[src/design/mdtp_pkg.sv]
// shared types and constants for the multichannel dac table player
// no dependencies; imported by mdtp_ctrl, mdtp_dpath and the top level
package mdtp_pkg;

	// input op codes
	localparam logic [2:0] OP_LOAD  = 3'd0;
	localparam logic [2:0] OP_START = 3'd1;
	localparam logic [2:0] OP_STOP  = 3'd2;
	localparam logic [2:0] OP_TICK  = 3'd3;
	localparam logic [2:0] OP_DONE  = 3'd4;
	localparam logic [2:0] OP_ERROR = 3'd5;

	// configuration register indexes
	localparam int CFG_IDX_W  = 3;
	localparam int CFG_DATA_W = 52;
	localparam logic [CFG_IDX_W-1:0] CFG_POINT_COUNT   = 3'd0;
	localparam logic [CFG_IDX_W-1:0] CFG_CHANNEL_COUNT = 3'd1;
	localparam logic [CFG_IDX_W-1:0] CFG_CHANNEL_MAP   = 3'd2;
	localparam logic [CFG_IDX_W-1:0] CFG_WRITE_COMMAND = 3'd3;
	localparam logic [CFG_IDX_W-1:0] CFG_REGISTER_BASE = 3'd4;

	// configuration reset values
	localparam logic [10:0] POINT_COUNT_RST   = 11'd1;
	localparam logic [3:0]  CHANNEL_COUNT_RST = 4'd1;
	localparam logic [5:0]  REGISTER_BASE_RST = 6'd16;

	// dac register address field of the command byte
	localparam logic [5:0] CMD_ADDR_MASK = 6'h3F;

	typedef struct packed {
		logic [2:0]  op;
		logic [9:0]  table_index;
		logic [15:0] dac_code;
	} cmd_t;

	typedef struct packed {
		logic        frame_valid;
		logic [23:0] frame;
		logic        last;
		logic        latch_pulse;
		logic        overrun;
		logic        running;
		logic        busy_res;
		logic [31:0] sample_count;
		logic [31:0] error_count;
	} result_t;

	// controller to datapath
	typedef struct packed {
		logic       accept;
		logic       emit;
		logic       last;
		logic [3:0] slot;
	} ctl_cmd_t;

	// datapath to controller
	typedef struct packed {
		logic       tick_go;
		logic [3:0] chan_last;
	} dp_stat_t;

endpackage

[src/design/mdtp_ctrl.sv]
// controller fsm: accepts items, sequences one frame per channel slot
// depends on mdtp_pkg
module mdtp_ctrl (
	input  logic              clk,
	input  logic              arst_n,
	input  logic              start,
	input  mdtp_pkg::dp_stat_t stat,
	output logic              busy,
	output mdtp_pkg::ctl_cmd_t ctl
);
	import mdtp_pkg::*;

	typedef enum logic [1:0] {
		ST_IDLE = 2'b01,
		ST_EMIT = 2'b10
	} state_t;

	state_t     state_q;
	logic [3:0] slot_q;

	assign busy       = (state_q != ST_IDLE);
	assign ctl.accept = start && (state_q == ST_IDLE);
	assign ctl.emit   = (state_q == ST_EMIT);
	assign ctl.slot   = slot_q;
	assign ctl.last   = (slot_q == stat.chan_last);

	always_ff @(posedge clk or negedge arst_n) begin
		if (!arst_n) begin
			state_q <= ST_IDLE;
			slot_q  <= '0;
		end else begin
			case (state_q)
				ST_IDLE: begin
					slot_q <= '0;
					if (ctl.accept && stat.tick_go) begin
						state_q <= ST_EMIT;
					end
				end
				ST_EMIT: begin
					if (ctl.last) begin
						state_q <= ST_IDLE;
						slot_q  <= '0;
					end else begin
						slot_q <= slot_q + 4'd1;
					end
				end
				default: begin
					state_q <= ST_IDLE;
					slot_q  <= '0;
				end
			endcase
		end
	end

	a_slot_in_range: assert property (@(posedge clk) disable iff (!arst_n)
		(state_q == ST_EMIT) |-> (slot_q <= stat.chan_last))
		else $error("slot counter past channel count");

	a_last_ends_burst: assert property (@(posedge clk) disable iff (!arst_n)
		(ctl.emit && ctl.last) |=> (state_q == ST_IDLE))
		else $error("burst did not end after last frame");

endmodule

[config.mk]
export PLATFORM = sky130hd
export DESIGN_NAME = mdtp_ctrl
export DESIGN_NICKNAME = d
export VERILOG_FILES = /design/src/design/mdtp_pkg.sv /design/src/design/mdtp_ctrl.sv
export SDC_FILE = /design/constraint.sdc
export NUM_CORES = 1
export LEC_CHECK = 0
export BUFFER_PORTS_ARGS = -buffer_cell sky130_fd_sc_hd__clkbuf_2
export CORE_AREA = 10 10 47 49
export DETAILED_ROUTE_END_ITERATION = 8
export DIE_AREA = 0 0 57 59
export PLACE_DENSITY = 0.51
export SLEW_MARGIN = 20
export SYNTH_ARGS = -nofsm -noshare
export SYNTH_HDL_FRONTEND = slang
export SYNTH_SLANG_ARGS = --single-unit
[constraint.sdc]
create_clock -name clk -period 1.2 [get_ports clk]
set_input_delay 0.06 -clock clk [delete_from_list [all_inputs] [get_ports clk]]
set_output_delay 0.06 -clock clk [all_outputs]
set_load 0.005 [all_outputs]
**After elaboration in Yosys (flattened, before gate mapping)**

Index checks and enable logic that the tools add are counted.

- Register bits: 6
- Bits of input ports: 8
- Output and inout port bits: 8
- Word-level logic and storage cells: 17

- Add/sub/neg operators: 1
- Eq/ne operators: 6
- Muxes and demuxes: 5
- Reduce and logical (&&, ||, !) cells: 3

Operators by type and width:

| kind | count |
|---|---|
| $mux 4 | 2 |
| $add 4x1->4 const B | 1 |
| $eq 4x4->1 | 1 |
| $mux 2 | 2 |
| $ne 2x1->1 const B | 2 |
| $pmux 2 s2 | 1 |
| $eq 2x1->1 const B | 1 |
| $eq 2x2->1 const B | 1 |
| $logic_and 1x1->1 | 2 |
| $ne 2x2->1 const B | 1 |
| $reduce_and 2->1 | 1 |

**Longest topological paths before layout**

- Word-level depth: 5
- Depth in mapped cells: 3
- Gate-level depth less buffers: 3

**Worst setup path after synthesis**

No wires, ideal clock.

- Path type: reg-to-reg
- Start: register slot_q[1]
- End: register state_q[1]
- Library setup time: 0.147 ns
- Arrival: 1.155 ns
- Data required time: 1.053 ns
- Path slack: -0.102 ns
- Cell stages (with the launch flop): 4
- Path buffers: 0
- Period minus slack after synthesis: 1.302 ns
- Cells stage by stage: dfrtp_1 xor2_1 o41ai_4 o21ai_0

- Word-level cells in the longest chain between the ends: 3

RTL lines:

| item | line | RTL |
|---|---|---|
| start: declaration | mdtp_ctrl.sv:19 | `logic [3:0] slot_q;` |
| start signal: assignment | mdtp_ctrl.sv:44 | `slot_q <= slot_q + 4'd1;` |
| $eq 4x4->1 | mdtp_ctrl.sv:25 | `assign ctl.last = (slot_q == stat.chan_last);` |
| $ne 2x2->1 (no line) | -- |  |
| $reduce_and 2->1 (no line) | -- |  |
| end signal: assignment | mdtp_ctrl.sv:29 | `state_q <= ST_IDLE;` |
| end signal: assignment | mdtp_ctrl.sv:36 | `state_q <= ST_EMIT;` |
| end signal: assignment | mdtp_ctrl.sv:41 | `state_q <= ST_IDLE;` |
| end: declaration | mdtp_ctrl.sv:18 | `state_t state_q;` |

No other way between the ends.
A chain may end at the register's enable or synchronous reset.

**Worst setup path in the final report**

- Start: register slot_q[2]
- End: register state_q[0]

Same word-level chain as after synthesis.

==> summary.txt <==
Critical path
  – Setup crit end kind: flop
  – Worst Path Max Fanout: 6
  – CP Data Required Time: 1380 ps
  – Worst setup SP type: flop
  – CP Data Arrival Time: 1480 ps
  – Slowest cell on crit path: o41ai_4
  – FF-to-FF setup slack: -100 ps
  – CP Depth: 3
  – Critical Path, Cell by Cell: xor2_2 > o41ai_4 > o21a_1
  – Crit Path Class: flop to flop
  – R2R depth: 3
  – Worst path top cell family by delay: compound AO/OA/AOI/OAI gates
  – Max incr delay on CP: 480 ps
  – Worst Path Buf+Inv: 0

Place
  – Dpl ws: -110 ps
  – PortBufs: 15
  – GPL Wtd Cong: 0.698
  – Area after DPL: 444 um2
  – Inst Count DP: 63
  – HPWL after DPL: 680 um

Detailed routing
  – Routed wire length: 760 um
  – Total number of vias: 266
  – Remaining DRCs: 0
  – TritonRoute pass-1 iters: 3
  – Wire per inst: 11.2 um
  – Number of DRC markers in iteration 0: 3
  – Remaining antenna violation count after routing: 0
  – Vias per std cell: 3.91

Worst hold path
  – Hold depth: 3
  – Hold Crit Class: primary input to flop

GRT
  – Vias in the first global route: 286
  – Largest net degree at the start of global routing: 7
  – First-pass GRT wire length: 1.31 mm
  – GRT overflow: 0
  – Total track usage: 4.95%
  – Initial antenna violation count: 0

CTS
  – Post-CTS Repair Setup Buffers: 0
  – Worst skew pair latency: 240 ps
  – Clk buf depth: 2
  – Root buf cell: clkbuf_4
  – Total clock sinks: 6
  – Clk slew on worst S/H paths: 50 ps
  – CTS tree: built
  – Cts bufs inserted: 3
  – H-tree depth: 1

Synth
  – Top post-synthesis cells by area: dfrtp_1 (40%), xor2_1 (14%), o41ai_4 (8.8%)
  – Synth area leader: dfrtp_1
  – Post-synthesis net count: 37
  – Syn Std Cell Area: 312 um2
  – Yosys reg bits: 6
  – Synth cell types: 14
  – Cells after Synth: 28
  – Post-synthesis area per instance: 11.1 um2
  – Sequential area share after synthesis: 48.6%
  – Share of the synthesized area in the top cell type: 40.2%
  – Syn. warnings: 0

Floorplanning
  – Row count: 14
  – Die Y-Extent: 59 um
  – I/O pin cnt: 16
  – Initial Utilization: 22.2%
  – Core Box Area: 0.00140 mm2
  – Die Area: 0.00336 mm2
  – Die width: 57 um

Layout
  – Area occupied by registers: 151 um2
  – Area grow syn2layout: 56.2%
  – # nets final: 62
  – Area of the multi-input gates: 166 um2
  – Filler Cell Count: 165
  – Layout Cells excl Fill: 68
  – Final Cell Area: 487 um2
  – Ratio of cells with drive above 1 in the final layout: 50.0%
  – Antenna fix cells: 0

STA
  – Final Worst Setup Slack: -104 ps
  – Clock skew: 7.54 ps
  – Hold Vio Cnt, Final: 0
  – RSZ-0062 raised after global routing: true
  – Post-layout min period: 1300 ps
  – Fin crit share: 109%
  – Final setup viols: 7
  – Fmax: 767 MHz
  – Tightest Pin Transition: 394 ps
  – Max-Slew Margin vs Limit: 73.6%
  – Final slew viol count: 0

Power
  – Leak: 0.252 nW
  – VDD IR max: 0.759 mV
  – Total power divided by cell area: 1020 mW/mm2

Status
  – Failing checks: negative setup slack
  – Status: finished, violations left

Flow run
  – Max-Cap Viols: 0
## what timing repair did
item	4_1_cts	5_1_grt
cloned	0	0
resized for setup	0	2
hold endpoints to repair	6	0
setup endpoints to repair	7	7
hold buffers	1	0
pin swaps	5	2
## layout make-up
class                   count  area share [%]
multi-input cells          20            34.2
repair buffers             20            23.7
well taps                  16            4.11
inverters                   2            1.54
clock buffers               4            5.40
flip-flops and latches      6            31.1
## tightest hold or removal path, delay by kind of cell
family	cells	cell delay, ps
AND/OR/NAND/NOR	1	90
buffers and inverters	1	80
AO/OA/AOI/OAI	1	60
## placed cells by master, fill, tap and decap left out
| cell | n |
|---|---|
| xnor2_1 | 1 |
| nor2b_1 | 1 |
| nand2b_1 | 1 |
| nor4_2 | 1 |
| dfstp_2 | 1 |
| nand3_1 | 2 |
| o21ai_1 | 1 |
| xor2_2 | 1 |
| inv_1 | 2 |
| ha_1 | 1 |
| clkbuf_1 | 1 |
| dlygate4sd3_1 | 1 |
| nor2_1 | 5 |
| o21a_1 | 1 |
| dfrtp_1 | 5 |
| xor2_1 | 4 |
| o41ai_4 | 1 |
| clkbuf_4 | 3 |
| clkbuf_2 | 14 |
| buf_4 | 4 |
| buf_2 | 1 |
## registers in the layout, indices dropped and copies added (netlist names)
| register | cells |
|---|---|
| slot_q | 4 |
| state_q | 2 |
## cell usage after synthesis, drive strengths merged
library cell,instances
dfrtp,5
dfstp,1
ha,1
inv,2
nand2b,1
nand3,2
nor2,5
nor2b,1
nor4,1
o21a,1
o21ai,1
o41ai,1
xnor2,1
xor2,5
## report_power, final
| part | internal (mW) | leakage [nW] | switching (mW) | total, mW |
|---|---|---|---|---|
| Clock | 0.126 | 0.0150 | 0.0728 | 0.199 |
| Combinational | 0.0366 | 0.158 | 0.0384 | 0.0750 |
| Sequential | 0.214 | 0.0795 | 0.00695 | 0.221 |
## through the flow
stage	power (mW)	utilization (%)	TNS [ps]	hold slack (ps)
final	0.495	34.7	-557	79.9
after global routing	0.533	34.7	-1110	82.6
after CTS	0.504	34.3	-666	75.2
after detailed placement	0.297	31.7	-522	-106
after global placement	0.296	31.7	-388	-105
after floorplan	0.258	-	-374	-236
## worst paths after layout
kind,from,to
worst max-delay path,slot_q[2],state_q[0]
worst min-delay path,stat[4],state_q[1]
worst max register to register,slot_q[2],state_q[0]
worst min register to register,state_q[1],state_q[1]
max in group asynchronous,arst_n,state_q[0]
min in group asynchronous,arst_n,state_q[1]
## cells by family after synthesis
kind of cell    after synthesis  share of synthesized area, %
compound gates                3                          12.9
xor+xnor                      6                          16.9
fa+ha+maj                     1                          4.02
buf+inv                       2                          2.41
flops                         6                          48.6
simple gates                 10                          15.3
## metal layers
layer	vias to the layer above	share of wire (%)	track usage [%]
met5	-	0	0
met4	0	0	1.01
met3	0	13	4.72
met2	9	45	7.60
met1	116	42	4.81
li1	141	-	-
Note: power is estimated with default switching activity, not from simulation.
